--- config.mk ---
export PLATFORM = sky130hd
export DESIGN_NAME = rgb_octant_histogram_unit
export DESIGN_NICKNAME = d
export VERILOG_FILES = /design/src/rgbh_pkg.sv /design/src/rgbh_apb_regs.sv /design/src/rgbh_pixel_acc.sv /design/src/rgbh_div_unit.sv /design/src/rgb_octant_histogram_unit.sv
export SDC_FILE = /design/constraint.sdc
export NUM_CORES = 1
export LEC_CHECK = 0
export BUFFER_PORTS_ARGS = -buffer_cell sky130_fd_sc_hd__buf_2
export CAP_MARGIN = 20
export CORE_ASPECT_RATIO = 1.25
export CORE_MARGIN = 2
export CORE_UTILIZATION = 38
export CTS_CLUSTER_SIZE = 12
export DETAILED_ROUTE_END_ITERATION = 8
export PLACE_DENSITY = 0.58
export SLEW_MARGIN = 0
export SYNTH_ARGS = -nofsm -noshare
export SYNTH_HDL_FRONTEND = slang
export SYNTH_SLANG_ARGS = --single-unit
--- constraint.sdc ---
create_clock -name clk -period 13.65 [get_ports clk]
set_input_delay 0.6825 -clock clk [delete_from_list [all_inputs] [get_ports clk]]
set_output_delay 0.6825 -clock clk [all_outputs]
set_load 0.01 [all_outputs]
--- src/rgbh_pkg.sv ---
// Shared types, widths and constants of the RGB octant histogram unit.
package rgbh_pkg;

  localparam int CH_W     = 8;
  localparam int BIN_W    = 3;
  localparam int NUM_BINS = 8;
  localparam int GRAY_W   = 8;
  localparam int COUNT_W  = 23;
  localparam int CFG_W    = 13;

  localparam logic [GRAY_W-1:0]  GRAY_MAX  = 8'd255;
  localparam logic [COUNT_W-1:0] COUNT_MAX = {COUNT_W{1'b1}};

  localparam logic [CFG_W-1:0] FRAME_WIDTH_RESET  = 13'd640;
  localparam logic [CFG_W-1:0] FRAME_HEIGHT_RESET = 13'd480;

  // Configuration port geometry: two 32-bit registers at byte offsets 0 and 4.
  localparam int APB_DATA_W = 32;
  localparam int APB_ADDR_W = 3;
  localparam int REG_IDX_W  = 1;
  localparam logic [REG_IDX_W-1:0] REG_FRAME_WIDTH  = 1'd0;
  localparam logic [REG_IDX_W-1:0] REG_FRAME_HEIGHT = 1'd1;

  // One saturation check followed by one quotient bit per step.
  localparam int DIV_STEPS = GRAY_W + 1;
  localparam int STEP_W    = $clog2(DIV_STEPS);

  typedef struct packed {
    logic pix_accept;
    logic frame_end;
    logic clear_bin;
  } acc_ctrl_t;

  typedef struct packed {
    logic load;
    logic step;
    logic sat_step;
  } div_ctrl_t;

  function automatic logic [BIN_W-1:0] bin_of(input logic [CH_W-1:0] r,
                                               input logic [CH_W-1:0] g,
                                               input logic [CH_W-1:0] b);
    bin_of = {r[CH_W-1], g[CH_W-1], b[CH_W-1]};
  endfunction

endpackage

--- src/rgbh_apb_regs.sv ---
// APB-style configuration registers holding the frame dimensions.
module rgbh_apb_regs (
  input  logic                           clk,
  input  logic                           rst,
  input  logic                           psel,
  input  logic                           penable,
  input  logic                           pwrite,
  input  logic [rgbh_pkg::APB_ADDR_W-1:0] paddr,
  input  logic [rgbh_pkg::APB_DATA_W-1:0] pwdata,
  output logic [rgbh_pkg::APB_DATA_W-1:0] prdata,
  output logic                           pready,
  output logic [rgbh_pkg::CFG_W-1:0]      frame_width,
  output logic [rgbh_pkg::CFG_W-1:0]      frame_height
);
  import rgbh_pkg::*;

  logic [REG_IDX_W-1:0] reg_idx;
  logic                 wr_en;

  assign pready  = 1'b1;
  assign reg_idx = paddr[APB_ADDR_W-1:2];
  assign wr_en   = psel && penable && pwrite && pready;

  always_ff @(posedge clk) begin
    if (rst) begin
      frame_width  <= FRAME_WIDTH_RESET;
      frame_height <= FRAME_HEIGHT_RESET;
    end else if (wr_en) begin
      case (reg_idx)
        REG_FRAME_WIDTH:  frame_width  <= pwdata[CFG_W-1:0];
        REG_FRAME_HEIGHT: frame_height <= pwdata[CFG_W-1:0];
        default: ;
      endcase
    end
  end

  always_comb begin
    case (reg_idx)
      REG_FRAME_WIDTH:  prdata = APB_DATA_W'(frame_width);
      REG_FRAME_HEIGHT: prdata = APB_DATA_W'(frame_height);
      default:          prdata = '0;
    endcase
  end

endmodule

--- src/rgbh_pixel_acc.sv ---
// Raster position tracking, crop window test and the eight bin counters.
module rgbh_pixel_acc #(
  parameter int MAX_DIM = 4096
) (
  input  logic                              clk,
  input  logic                              rst,
  input  rgbh_pkg::acc_ctrl_t               ctrl,
  input  logic [rgbh_pkg::CH_W-1:0]         red,
  input  logic [rgbh_pkg::CH_W-1:0]         green,
  input  logic [rgbh_pkg::CH_W-1:0]         blue,
  input  logic [rgbh_pkg::CFG_W-1:0]        frame_width,
  input  logic [rgbh_pkg::CFG_W-1:0]        frame_height,
  input  logic [rgbh_pkg::BIN_W-1:0]        rd_sel,
  output logic [rgbh_pkg::COUNT_W-1:0]      rd_count,
  output logic [$clog2(MAX_DIM+1)-2:0]      crop_w,
  output logic [$clog2(MAX_DIM+1)-2:0]      crop_h
);
  import rgbh_pkg::*;

  localparam int DIM_W = $clog2(MAX_DIM + 1);
  localparam int POS_W = $clog2(MAX_DIM);
  localparam int EXT_W = (DIM_W > CFG_W) ? DIM_W : CFG_W;

  // Out-of-range dimensions are pinned to the nearest legal value.
  function automatic logic [DIM_W-1:0] clamp_dim(input logic [CFG_W-1:0] v);
    logic [EXT_W-1:0] ve;
    ve = EXT_W'(v);
    if (ve < EXT_W'(2))            clamp_dim = DIM_W'(2);
    else if (ve > EXT_W'(MAX_DIM)) clamp_dim = DIM_W'(MAX_DIM);
    else                           clamp_dim = DIM_W'(ve);
  endfunction

  logic [COUNT_W-1:0] counts [NUM_BINS];
  logic [POS_W-1:0]   row;
  logic [POS_W-1:0]   col;

  logic [DIM_W-1:0] w_c, h_c;
  logic [DIM_W-1:0] c0, c_end, r0, r_end;
  logic [DIM_W-1:0] col_inc;
  logic             in_crop;
  logic [BIN_W-1:0] bin;

  assign w_c    = clamp_dim(frame_width);
  assign h_c    = clamp_dim(frame_height);
  assign crop_w = w_c[DIM_W-1:1];
  assign crop_h = h_c[DIM_W-1:1];

  // The window starts half a crop before the frame center.
  assign c0    = DIM_W'(crop_w) - DIM_W'(crop_w >> 1);
  assign r0    = DIM_W'(crop_h) - DIM_W'(crop_h >> 1);
  assign c_end = c0 + DIM_W'(crop_w);
  assign r_end = r0 + DIM_W'(crop_h);

  assign in_crop = (DIM_W'(row) >= r0) && (DIM_W'(row) < r_end) &&
                   (DIM_W'(col) >= c0) && (DIM_W'(col) < c_end);
  assign col_inc = DIM_W'(col) + DIM_W'(1);
  assign bin     = bin_of(red, green, blue);
  assign rd_count = counts[rd_sel];

  always_ff @(posedge clk) begin
    if (rst) begin
      row <= '0;
      col <= '0;
      for (int i = 0; i < NUM_BINS; i++) begin
        counts[i] <= '0;
      end
    end else begin
      if (ctrl.pix_accept) begin
        if (in_crop && counts[bin] != COUNT_MAX) begin
          counts[bin] <= counts[bin] + COUNT_W'(1);
        end
        if (ctrl.frame_end) begin
          row <= '0;
          col <= '0;
        end else if (col_inc >= w_c) begin
          col <= '0;
          if (row != POS_W'(MAX_DIM - 1)) begin
            row <= row + POS_W'(1);
          end
        end else begin
          col <= col_inc[POS_W-1:0];
        end
      end
      if (ctrl.clear_bin) begin
        counts[rd_sel] <= '0;
      end
    end
  end

endmodule

--- src/rgbh_div_unit.sv ---
// Shared restoring divider: one compare and subtract per step, saturating at full scale.
module rgbh_div_unit #(
  parameter int NUM_W = 31,
  parameter int DEN_W = 24
) (
  input  logic                       clk,
  input  rgbh_pkg::div_ctrl_t        ctrl,
  input  logic [NUM_W-1:0]           numer,
  input  logic [DEN_W-1:0]           denom,
  output logic [rgbh_pkg::GRAY_W-1:0] quot
);
  import rgbh_pkg::*;

  localparam int CMP_W = (NUM_W > DEN_W + GRAY_W) ? NUM_W : DEN_W + GRAY_W;

  logic [CMP_W-1:0]  rem;
  logic [CMP_W-1:0]  dsh;
  logic [GRAY_W-1:0] q;
  logic              sat;
  logic              ge;
  logic [CMP_W-1:0]  diff;

  assign ge   = rem >= dsh;
  assign diff = rem - dsh;
  assign quot = sat ? GRAY_MAX : q;

  // The first step tests the divisor shifted past the top quotient bit; a hit
  // means the quotient cannot fit and the result saturates.
  always_ff @(posedge clk) begin
    if (ctrl.load) begin
      rem <= CMP_W'(numer);
      dsh <= CMP_W'(denom) << GRAY_W;
      q   <= '0;
      sat <= 1'b0;
    end else if (ctrl.step) begin
      dsh <= dsh >> 1;
      if (ctrl.sat_step) begin
        sat <= ge;
      end else begin
        q <= {q[GRAY_W-2:0], ge};
        if (ge) begin
          rem <= diff;
        end
      end
    end
  end

endmodule

--- src/rgb_octant_histogram_unit.sv ---
// Top level of the RGB octant histogram unit: sequencer, result register and wiring.
//
// The unit takes an RGB frame in raster order, one pixel per transfer, and counts only
// the pixels inside the centered crop of half the frame width and half the frame height.
// Each counted pixel goes to one of eight bins chosen by the top bit of red, green and
// blue (bin = R*4 + G*2 + B). Pixels are accepted one per clock while busy is low. The
// transfer that carries frame_end raises busy, and the unit then scales every bin to
// count*255/crop_pixels with a single shared restoring divider. Each bin gets
// one load, nine compare-and-subtract steps of which the first detects saturation, and
// one emit step that registers the result. The eight results come out in bin order, each
// for exactly one cycle with result_valid high, and the eighth carries last_bin. The
// receiver cannot stall the results, so it must take each one in the cycle it is shown.
// The counters clear as they are read and the raster position clears at frame end, so
// the next frame may start as soon as busy drops. frame_width and frame_height are
// written through the APB-style port at byte offsets 0 and 4; values below 2 act as 2
// and values above MAX_DIM act as MAX_DIM. Registers should only be written between
// frames.
module rgb_octant_histogram_unit #(
  parameter int MAX_DIM = 4096
) (
  input  logic                            clk,
  input  logic                            rst,
  input  logic                            start,
  output logic                            busy,
  input  logic [rgbh_pkg::CH_W-1:0]       red,
  input  logic [rgbh_pkg::CH_W-1:0]       green,
  input  logic [rgbh_pkg::CH_W-1:0]       blue,
  input  logic                            frame_end,
  output logic                            result_valid,
  output logic [rgbh_pkg::BIN_W-1:0]      bin_index,
  output logic [rgbh_pkg::GRAY_W-1:0]     gray_level,
  output logic                            last_bin,
  input  logic                            psel,
  input  logic                            penable,
  input  logic                            pwrite,
  input  logic [rgbh_pkg::APB_ADDR_W-1:0] paddr,
  input  logic [rgbh_pkg::APB_DATA_W-1:0] pwdata,
  output logic [rgbh_pkg::APB_DATA_W-1:0] prdata,
  output logic                            pready
);
  import rgbh_pkg::*;

  localparam int DIM_W  = $clog2(MAX_DIM + 1);
  localparam int HALF_W = DIM_W - 1;
  localparam int TOT_W  = 2 * HALF_W;
  localparam int NUM_W  = COUNT_W + GRAY_W;

  localparam logic [1:0] ST_IDLE = 2'd0;
  localparam logic [1:0] ST_LOAD = 2'd1;
  localparam logic [1:0] ST_STEP = 2'd2;
  localparam logic [1:0] ST_EMIT = 2'd3;

  logic [1:0]         state, state_next;
  logic [BIN_W-1:0]   bin_sel;
  logic [STEP_W-1:0]  step_cnt;
  logic [TOT_W-1:0]   total;

  logic [CFG_W-1:0]   cfg_width, cfg_height;
  logic [HALF_W-1:0]  crop_w, crop_h;
  logic [COUNT_W-1:0] rd_count;
  logic [NUM_W-1:0]   numer;
  logic [GRAY_W-1:0]  quot;
  logic               pix_accept;
  logic               last_sel;
  acc_ctrl_t          acc_ctrl;
  div_ctrl_t          div_ctrl;

  assign busy       = (state != ST_IDLE);
  assign pix_accept = start && !busy;
  assign last_sel   = (bin_sel == BIN_W'(NUM_BINS - 1));

  // count * 255 as a shift and subtract.
  assign numer = (NUM_W'(rd_count) << GRAY_W) - NUM_W'(rd_count);

  assign acc_ctrl.pix_accept = pix_accept;
  assign acc_ctrl.frame_end  = frame_end;
  assign acc_ctrl.clear_bin  = (state == ST_LOAD);

  assign div_ctrl.load     = (state == ST_LOAD);
  assign div_ctrl.step     = (state == ST_STEP);
  assign div_ctrl.sat_step = (step_cnt == '0);

  rgbh_apb_regs u_regs (
    .clk          (clk),
    .rst          (rst),
    .psel         (psel),
    .penable      (penable),
    .pwrite       (pwrite),
    .paddr        (paddr),
    .pwdata       (pwdata),
    .prdata       (prdata),
    .pready       (pready),
    .frame_width  (cfg_width),
    .frame_height (cfg_height)
  );

  rgbh_pixel_acc #(
    .MAX_DIM (MAX_DIM)
  ) u_acc (
    .clk          (clk),
    .rst          (rst),
    .ctrl         (acc_ctrl),
    .red          (red),
    .green        (green),
    .blue         (blue),
    .frame_width  (cfg_width),
    .frame_height (cfg_height),
    .rd_sel       (bin_sel),
    .rd_count     (rd_count),
    .crop_w       (crop_w),
    .crop_h       (crop_h)
  );

  rgbh_div_unit #(
    .NUM_W (NUM_W),
    .DEN_W (TOT_W)
  ) u_div (
    .clk   (clk),
    .ctrl  (div_ctrl),
    .numer (numer),
    .denom (total),
    .quot  (quot)
  );

  // Sequencer: walks the bins, giving each one load, the divider steps and an emit.
  always_comb begin
    state_next = state;
    case (state)
      ST_IDLE: if (pix_accept && frame_end) state_next = ST_LOAD;
      ST_LOAD: state_next = ST_STEP;
      ST_STEP: if (step_cnt == STEP_W'(DIV_STEPS - 1)) state_next = ST_EMIT;
      ST_EMIT: state_next = last_sel ? ST_IDLE : ST_LOAD;
      default: state_next = ST_IDLE;
    endcase
  end

  always_ff @(posedge clk) begin
    if (rst) begin
      state        <= ST_IDLE;
      bin_sel      <= '0;
      step_cnt     <= '0;
      result_valid <= 1'b0;
    end else begin
      state        <= state_next;
      result_valid <= (state == ST_EMIT);
      case (state)
        ST_IDLE: bin_sel <= '0;
        ST_LOAD: step_cnt <= '0;
        ST_STEP: step_cnt <= step_cnt + STEP_W'(1);
        ST_EMIT: bin_sel <= bin_sel + BIN_W'(1);
        default: ;
      endcase
    end
  end

  // Crop pixel count is captured with the frame's last pixel, while the
  // dimensions are the ones that frame used.
  always_ff @(posedge clk) begin
    if (pix_accept && frame_end) begin
      total <= TOT_W'(crop_w) * TOT_W'(crop_h);
    end
  end

  // Result register; the strobe above marks the single cycle it is valid.
  always_ff @(posedge clk) begin
    if (state == ST_EMIT) begin
      bin_index  <= bin_sel;
      gray_level <= quot;
      last_bin   <= last_sel;
    end
  end

`ifndef ASSERT_OFF
  a_strobe_single: assert property (@(posedge clk) disable iff (rst)
    result_valid |=> !result_valid)
    else $error("result strobe held for more than one cycle");

  a_last_is_bin7: assert property (@(posedge clk) disable iff (rst)
    result_valid |-> (last_bin == (bin_index == BIN_W'(NUM_BINS - 1))))
    else $error("last_bin does not match the final bin");

  a_frame_end_starts: assert property (@(posedge clk) disable iff (rst)
    (pix_accept && frame_end) |=> (state == ST_LOAD && bin_sel == '0))
    else $error("frame end did not start the scaling pass at bin zero");

  a_strobe_from_emit: assert property (@(posedge clk) disable iff (rst)
    result_valid |-> ($past(state) == ST_EMIT && bin_index == $past(bin_sel)))
    else $error("result strobe without an emit step");
`endif

endmodule
Word-level counts from Yosys, hierarchy flattened
Memory sizes are Yosys's and may differ from the RTL's. A register that Yosys moved wholly into a read port is not among the register bits.
Index checks and enable logic that the tools add are counted.

word-level totals
  latch bits = 0
  memories kept = 1
  memory bits (read-only) = 0
  memory bits (writable) = 184
  word-level logic and storage cells = 119
  flip-flop bits (word level) = 169
  output and inout port bits = 47

operators by class
  reductions and logical operators = 27
  shifts and indexed selects = 0
  bitwise logic cells = 2
  $mul = 1
  eq/ne operators = 10
  add/sub/neg operators = 11
  mux-type cells = 39
  order comparisons = 10
  divide/modulo/power cells = 0

memories
  name          words  bits a word  rd ports  clocked after Yosys merged registers in  write ports  RTL line              RTL
  u_acc.counts  8      23           2         1                                        8            rgbh_pixel_acc.sv:33  logic [COUNT_W-1:0] counts [NUM_BINS];

operator list
  kind                     number
  $mux W31                 4
  $mux W32                 2
  $pmux W32 S2             1
  $mux W12                 5
  $mux W13                 4
  $mux W23                 2
  $reduce_or A23 Y1        2
  $ge A32 B32 Y1           1
  $sub A32 B32 Y32         1
  $sub A31 B23 Y31         1
  $add A13 B12 Y13         2
  $ge A12 B13 Y1           2
  $gt A13 B13 Y1 const B   2
  $lt A12 B13 Y1           2
  $lt A13 B2 Y1 const B    2
  $sub A12 B11 Y13         2
  $mul A12 B12 Y24         1
  $add A23 B1 Y23 const B  1
  $ne A23 B23 Y1 const B   1
  $add A12 B1 Y13 const B  1
  $ge A13 B13 Y1           1
  $add A12 B1 Y12 const B  1
  $mux W1                  12
  $mux W3                  4
  other kinds (21)         43

Logic depth before layout (Yosys ltp)
Gate-level depths: netlist (run 1).

  word-level depth = 17
  gate-level depth with buffers = 32
  mapped depth without buffers = 29

By module
From an unflattened synthesis (run 1), not the netlist that was laid out.

unflattened totals
  cell total of the unflattened synthesis = 3,581
  area, all modules = 30,247.8 um^2

modules (own cells, without submodules)
  module                     cells each  times used  area an instance (um^2)
  rgbh_pixel_acc             2,037       1           16,450.8
  rgb_octant_histogram_unit  873         1           7,633.6
  rgbh_div_unit              529         1           4,744.6
  rgbh_apb_regs              142         1           1,418.9

Least setup slack after synthesis (run 1)
Ideal clock, no wire load.

  kind = register to register
  start = register u_regs.frame_width[1] in the netlist's numbering
  end = memory u_acc.counts[4][0], enable pin
  stages on the path, launching flop included = 31
  arrival = 6,927 ps
  setup time = 380 ps
  setup slack = 6,343 ps
  required time = 13,270 ps
  path through = dfxtp_1 > nor4_1 > nand3_1 > o21ai_0 > and2_1 > clkbuf_1 > ha_1 > inv_1 > fa_1 > a21o_1 > a21oi_1 > o21bai_1 > a21oi_1 > o21ai_0 > a21o_1 > a21o_1 > xor2_1 > ha_1 > o41ai_1 > xnor2_1 > ha_1 > a2111oi_0 > nand2_1 > nor3_1 > o2bb2ai_1 > a2111oi_2 > nor4_2 > buf_4 > nand4_4 > buf_6 > nand2_1

RTL lines
  element                   RTL line              RTL
  start: declaration        rgbh_apb_regs.sv:12   output logic [rgbh_pkg::CFG_W-1:0] frame_width,
  start signal: assignment  rgbh_apb_regs.sv:30   REG_FRAME_WIDTH: frame_width <= pwdata[CFG_W-1:0];
  end: declaration          rgbh_pixel_acc.sv:33

==> results of run 1 <==
cells in the mapped netlist (all sizes together), types with 50 or more instances:
cell / number / area (um^2)
a21oi: 160 / 812
buf: 64 / 447
clkbuf: 63 / 236
dfxtp: 81 / 1620
edfxtp: 275 / 8260
fa: 105 / 2100
ha: 227 / 2840
inv: 257 / 965
mux2i: 60 / 617
mux4: 92 / 2100
nand2: 287 / 1080
nor2: 355 / 1330
nor2b: 50 / 313
o21ai: 102 / 510
xnor2: 80 / 701
xor2: 58 / 508
worst min-delay path by stage:
stage | startpoint | endpoint | slack [ns]
2_1_floorplan | u_regs.frame_height[0] | u_regs.frame_height[0] | 0.44
3_3_place_gp | u_regs.frame_height[0] | u_regs.frame_height[0] | 0.46
3_5_place_dp | u_regs.frame_width[6] | u_regs.frame_width[6] | 0.47
4_1_cts | pwdata[7] | u_regs.frame_width[7] | 0.28
5_1_grt | pwdata[7] | u_regs.frame_height[7] | 0.31
6_report | pwdata[7] | u_regs.frame_height[7] | 0.32
kinds of logic (layout without fill, tap and decap cells):
group,Yosys count,after routing
XOR/XNOR,138,138
buffers and inverters,385,421
AND/OR/NAND/NOR,916,916
adder cells (fa/ha/maj),332,332
AO/OA/AOI/OAI,466,466
multiplexers,169,169
flip-flops,356,356
other,2,21
metal layers:
metal | part of all wire, % | wire, um | track usage (%) | vias up
met3 | 4.3 | 3190 | 2.33 | 139
met1 | 41 | 29900 | 23.9 | 10230
li1 | - | - | - | 9721
met4 | 4.0 | 2910 | 7.86 | 0
met5 | 0 | 0 | 0 | -
met2 | 51 | 37400 | 34.8 | 539
where the power goes:
group / internal, W / switching [W] / total, W / leakage [nW]
clock: 0.000636 / 0.000476 / 0.00111 / 0.649
sequential: 0.00136 / 0.0000677 / 0.00142 / 3.41
combinational: 0.000545 / 0.000843 / 0.00139 / 8.58
flip-flops by register name, summed over array words and instances (netlist names), 2 cells and up, named ones only:
register / cells
total: 24
u_acc.col: 12
bin_sel: 3
gray_level: 8
u_acc.counts: 184
state: 2
bin_index: 3
u_regs.frame_width: 13
u_regs.frame_height: 13
u_div.q: 8
u_div.rem: 32
u_div.dsh: 32
u_acc.row: 12
step_cnt: 4
per-stage QoR:
stage | setup slack, ns | utilization, % | hold WS [ns]
after global placement | 5.09 | 40.1 | 0.457
after floorplan | 6.34 | - | 0.443
after detailed placement | 4.82 | 40.1 | 0.474
final | 4.83 | 42.0 | 0.315
after global routing | 4.27 | 42.0 | 0.310
after CTS | 4.79 | 41.9 | 0.281
worst register-to-register path: cells and delay by family (launching register included):
kind | cells | cell delay (ns)
adder cells (fa/ha/maj) | 4 | 1.15
buffers and inverters | 3 | 0.81
XOR/XNOR | 2 | 0.30
AO/OA/AOI/OAI | 12 | 2.82
AND/OR/NAND/NOR | 8 | 3.06
flip-flops | 1 | 0.33
area by class of cell:
| class | count | area share (%) |
|---|---|---|
| antenna | 1 | 0.00825 |
| tap | 952 | 3.93 |
| clock buffer | 60 | 3.83 |
| timing repair buffer | 89 | 1.79 |
| sequential | 356 | 32.6 |
| clock inverter | 14 | 0.586 |
| multi-input combinational | 2041 | 54.1 |
| inverter | 258 | 3.19 |
==> qor_table.md, run 1 <==
| Result | Value |
|---|---|
| Vias | 20629 |
| Final Instance Area | 30300 um^2 |
| Synth Cell Area | 27800 um^2 |
| Worst reg2reg path depth | 29 |
| Critical path buffers and inverters | 3 |
| Reg-to-Reg End | u_acc.counts[2][22] |
| Sequential element share of the synthesized area | 35.5% |
| Storage cell area | 9880 um^2 |
| Number of distinct library cell variants in the gate-level netlist after synthesis | 94 |
| Antenna violations before repair | 0 |
| Number of design rule violations left after detail routing | 0 |
| Largest family of logic cells by synthesized area | adder cells |
| Chip height | 307 um |
| Arithmetic-cell share of the synthesized area counting full adders, half adders and majority gates | 17.8% |
| Synth Instances | 2764 |
| Required time worst endpoint | 13.91 ns |
| Chip Width | 246 um |
| Setup-violating endpoint count in the final report | 0 |
| Worst min-delay path category | in2reg |
| Async set or reset register ratio after synthesis | 0% |
| Total power after layout | 0.00392 W |
| Compound-cell area share of the yosys netlist | 10.5% |
| Number of fillers in the final layout | 6881 |
| Worst vdd rail ir drop | 0.106 mV |
| Commonest cells after routing, fill and taps aside | sky130_fd_sc_hd__nor2_1, sky130_fd_sc_hd__nand2_1, sky130_fd_sc_hd__edfxtp_1 |
| Maximum single-stage delay on the critical path | 0.67 ns |
| Post-CTS setup buffers | 0 |
| Layout net count | 3185 |
| Critical path launch point | u_regs.frame_width[4] |
| Period minus WS final | 8.82 ns |
| Outcome | completed |
| Most instantiated flip-flop cell in the synthesis netlist | sky130_fd_sc_hd__edfxtp_1 |
| Starting density of the core | 38.5% |
| Clock tree from TritonCTS | done |
| Antenna-violating nets left | 0 |
| Basic-gate share of the synthesized area counting and, or, nand and nor cells | 15.5% |
| Critical register-to-register path startpoint | u_regs.frame_width[4] |
| CP startpoint kind | flip-flop |
| Critical path depth | 29 |
| Root buffer selected by CTS | sky130_fd_sc_hd__clkbuf_16 |
| Layout cells sized above 1 | 10.8% |
| Leading cell type in the layout, fill and taps excluded | sky130_fd_sc_hd__nor2_1 |
| Cell type group with the largest total delay on the critical path | simple AND/OR/NAND/NOR gates |
| Hold path depth | 3 |
| Clock latency of the later-clocked register in the worst-skew pair | 0.60 ns |
| Slowest stage cell on the critical path | sky130_fd_sc_hd__nand2_1 |
| Number of resized instances in the post-cts repair step | 0 |
| Internal reg-to-reg setup slack | 4.83 ns |
| Layout Area Growth over Synthesis | 8.92% |
| Number of top-level pins | 113 |
| Aggregate global routing overflow | 0 |
| Iteration-0 DRC count of the detailed router | 1414 |
| # rows | 110 |
| Wirelength per Cell | 19.5 um |
| Max Clk Rate | 113 MHz |
| Number of global-route vias before repair | 21210 |
| Number of endpoints with negative hold slack in the final report | 0 |
| Number of standard cells in the final layout excluding fillers | 3771 |
| XOR/XNOR Fraction of Synth Area | 4.34% |
| First-pass iteration count of the detailed router | 6 |
| Number of enable flip-flop cells after synthesis | 275 |
| Sink count of the clock tree | 356 |
| Core outline area | 72300 um^2 |
| Number of buffers inserted by hold repair at cts | 0 |
| Number of port buffers | 50 |
| Final Routed Wirelength | 73.4 mm |
| First-pass GRT wire length | 116 mm |
| Multi-input gate area | 16400 um^2 |
| Data arrival at the endpoint of the critical path | 9.09 ns |
| Leak pwr | 12.6 nW |
| Die area | 75500 um^2 |
| Critical Path End Type | flip-flop |
| Endpoint of the worst setup timing path | u_acc.counts[2][22] |
| Multiplexer share of the synthesized area | 10.5% |
| Number of buffers on the longest clock path | 3 |
| Number of synthesized register bits | 356 |
| Placed cell count | 3695 |
| Worst slew pin tran | 0.945 ns |
| Average vias per placed instance | 5.47 |
| Number of warning messages in the yosys log | 0 |
| Power Density | 129 nW/um^2 |
| Gpl congestion | 0.878 |
| Depth of the CTS H-tree | 2 |
| Worst setup path category | reg2reg |
| Mean instance size in the synthesized netlist | 10.1 um^2 |
| DPL Wire Length | 53.4 mm |
| All-Layer GR Usage | 19.6% |
| Worst clock skew | 0.0262 ns |
| Max-cap viol count | 0 |
| Relative slew slack | 35.2% |
| Pin count of the biggest net entering global routing | 67 |
| RSZ-0062 raised after global routing | false |
| Critical Path Fanout Max | 17 |
| Fraction of the cycle the final worst path needs | 64.6% |
| Post-place instance area | 29000 um^2 |
| TNS Setup | 0 ns |
| Number of buffers created by CTS | 41 |
| Max-slew violation count | 0 |
| Worst-path clk slew | 0.06 ns |
(Power assumes the default switching activity.)
==> inputs of run 2 (changes only) <==
- PLACE_DENSITY: 0.58 -> 0.6
- clock period: 13.65 -> 7.2 ns (I/O delays scaled with it)
==> qor_table.md, run 2 (synthesized netlist as in run 1, its figures left out) <==
| Result | Value | Change |
|---|---|---|
| Worst-path clk slew | 0.06 ns | about the same |
| Number of endpoints with negative hold slack in the final report | 0 | unchanged |
| Number of top-level pins | 113 | unchanged |
| First-pass GRT wire length | 117 mm | was 116 mm |
| Worst reg2reg path depth | 31 | was 29 |
| Share of power burned in the clock network | 28.4% | was 28.3% |
| Post-CTS setup buffers | 0 | unchanged |
| Outcome | complete, but fails checks | was completed |
| Worst hold slack | 0.0354 ns | was 0.315 ns |
| Reported net switching power | 0.00263 W | was 0.00139 W |
| Core outline area | 72300 um^2 | unchanged |
| Power Density | 243 nW/um^2 | was 129 nW/um^2 |
| All-Layer GR Usage | 19.6% | about the same |
| Max FFs per register | 184 | unchanged |
| Chip height | 307 um | unchanged |
| Data arrival at the endpoint of the critical path | 7.01 ns | was 9.09 ns |
| Starting density of the core | 38.5% | unchanged |
| Clock tree from TritonCTS | done | unchanged |
| Clock latency of the later-clocked register in the worst-skew pair | 0.58 ns | was 0.60 ns |
| Diode insertion count for antenna repair | 0 | was 1 |
| Die area | 75500 um^2 | unchanged |
| Max-slew violation count | 0 | unchanged |
| Maximum single-stage delay on the critical path | 0.43 ns | was 0.67 ns |
| Aggregate global routing overflow | 0 | unchanged |
| Worst vdd rail ir drop | 0.186 mV | was 0.106 mV |
| Antenna violations before repair | 1 | was 0 |
| CP startpoint kind | flip-flop | unchanged |
| Sequential power share | 36.1% | was 36.3% |
| Average vias per placed instance | 5.52 | was 5.47 |
| Number of design rule violations left after detail routing | 1 | was 0 |
| Worst setup path category | reg2reg | unchanged |
| Relative slew slack | 28.8% | was 35.2% |
| Critical Path Fanout Max | 23 | was 17 |
| # rows | 110 | unchanged |
| Number of buffers created by CTS | 41 | unchanged |
| First-pass iteration count of the detailed router | 7 | was 6 |
| Internal power consumption | 0.00484 W | was 0.00254 W |
| Number of buffers on the longest clock path | 3 | unchanged |
| Gpl congestion | 0.874 | was 0.878 |
| Final Routed Wirelength | 74.0 mm | was 73.4 mm |
| Leading cell type in the layout, fill and taps excluded | sky130_fd_sc_hd__nor2_1 | unchanged |
| Number of port buffers | 50 | unchanged |
| Number of standard cells in the final layout excluding fillers | 3800 | was 3771 |
| Wirelength per Cell | 19.5 um | about the same |
| Proportion of total power due to net switching | 35.2% | was 35.3% |
| Layout net count | 3217 | was 3185 |
| Sink count of the clock tree | 356 | unchanged |
| Chip Width | 246 um | unchanged |
| Post-place instance area | 29300 um^2 | was 29000 um^2 |
| Hold path depth | 3 | unchanged |
| Root buffer selected by CTS | sky130_fd_sc_hd__clkbuf_16 | unchanged |
| Worst hold endpoint | u_regs.frame_width[0] | was u_regs.frame_height[7] |
| Required time worst endpoint | 7.47 ns | was 13.91 ns |
| Violated checks | DRC |  |
| Largest Register | u_acc.counts | unchanged |
| Vias | 20957 | was 20629 |
| Layout cells sized above 1 | 12.0% | was 10.8% |
| Slowest stage cell on the critical path | sky130_fd_sc_hd__a2111oi_1 | was sky130_fd_sc_hd__nand2_1 |
| Period minus WS final | 6.74 ns | was 8.82 ns |
| Layout Area Growth over Synthesis | 10.3% | was 8.92% |
| Critical path buffers and inverters | 3 | unchanged |
| DPL Wire Length | 54.2 mm | was 53.4 mm |
| Placed cell count | 3724 | was 3695 |
| Part of the total power dissipated in combinational logic | 35.5% | was 35.4% |
| TNS Setup | 0 ns | unchanged |
| Critical register-to-register path startpoint | u_regs.frame_width[4] | unchanged |
| Commonest cells after routing, fill and taps aside | sky130_fd_sc_hd__nor2_1, sky130_fd_sc_hd__nand2_1, sky130_fd_sc_hd__edfxtp_1 | unchanged |
| Worst slew pin tran | 1.04 ns | was 0.945 ns |
| Worst clock skew | 0.0361 ns | was 0.0262 ns |
| Worst min-delay path category | in2reg | unchanged |
| Fraction of the cycle the final worst path needs | 93.6% | was 64.6% |
| Antenna-violating nets left | 0 | unchanged |
| Setup-violating endpoint count in the final report | 0 | unchanged |
| Cell type group with the largest total delay on the critical path | compound AO/OA/AOI/OAI gates | was simple AND/OR/NAND/NOR gates |
| Iteration-0 DRC count of the detailed router | 1321 | was 1414 |
| Number of global-route vias before repair | 21648 | was 21210 |
| Internal reg-to-reg setup slack | 0.46 ns | was 4.83 ns |
| Final Instance Area | 30700 um^2 | was 30300 um^2 |
| Critical Path End Type | flip-flop | unchanged |
| Reg-to-Reg End | u_acc.counts[7][11] | was u_acc.counts[2][22] |
| Top Registers | u_acc.counts: 184 flops, u_div.dsh: 32 flops, u_div.rem: 32 flops | unchanged |
| Pin count of the biggest net entering global routing | 68 | was 67 |
| Max-cap viol count | 0 | unchanged |
| Beginning of the worst hold path | pwdata[0] | was pwdata[7] |
| Depth of the CTS H-tree | 2 | unchanged |
| Max Clk Rate | 148 MHz | was 113 MHz |
| Leak pwr | 12.8 nW | was 12.6 nW |
-- run 2: worst register-to-register path: cells and delay by family (launching register included) --
kind	cells	cell delay (ns)
AOI/OAI and AO/OA	12	2.28
xor gates and xnor gates	2	0.31
adders and majority gates	4	1.15
buffers and inverters	3	0.52
DFF	1	0.35
and+or+nand+nor	10	1.84
-- run 2: layout make-up --
cell class                      instances  area, um^2
Clock buffer                           57        1140
Clock inverter                         15         208
Fill cell                            6946       41600
Inverter                              258         968
Multi-Input combinational cell       2041       16400
Sequential cell                       356        9880
Tap cell                              952        1190
Timing Repair Buffer                  121         890
-- run 2: timing repair --
item                       4_1_cts  5_1_grt
hold buffers                     3        0
hold endpoints to repair         3        0
resized for setup                0        9
setup endpoints to repair        0      371
-- run 2: worst max-delay path by stage --
stage | startpoint | to | slack [ns] | cells past startpoint
detailed placement | u_regs.frame_width[4] | u_acc.counts[1][9] | 0.26 | 29
floorplan | u_regs.frame_width[1] | u_acc.counts[3][0] | 0.09 | 29
global placement | u_regs.frame_width[4] | u_acc.counts[0][9] | 0.22 | 29
CTS | u_regs.frame_width[4] | u_acc.counts[1][5] | 0.22 | 29
global route | u_regs.frame_width[4] | u_acc.counts[3][18] | -0.07 | 31
finish | u_regs.frame_width[4] | u_acc.counts[7][11] | 0.46 | 31
-- run 2: metrics by stage --
step                      setup slack, ns  power (W)  util [%]
final                               0.459    0.00746      42.5
after global routing              -0.0707    0.00792      42.5
after CTS                           0.222    0.00752      42.4
after detailed placement            0.257    0.00537      40.5
after global placement              0.225    0.00529      40.5
after floorplan                    0.0896    0.00470         -
-- run 2: metal layers --
layer	share of wire (%)	wire length (um)	GRT usage, %
met1	40	29900	23.9
met2	50	37000	34.5
met3	5.0	3730	2.50
met4	4.5	3340	8.51
met5	0.018	13	0
-- run 2: power groups by stage --
stage	clock network [W]	registers (W)	logic (W)
after floorplan	0	0.00268	0.00201
after global placement	0	0.00272	0.00257
after detailed placement	0	0.00274	0.00263
after CTS	0.00216	0.00270	0.00266
after global routing	0.00223	0.00272	0.00297
final	0.00212	0.00270	0.00265
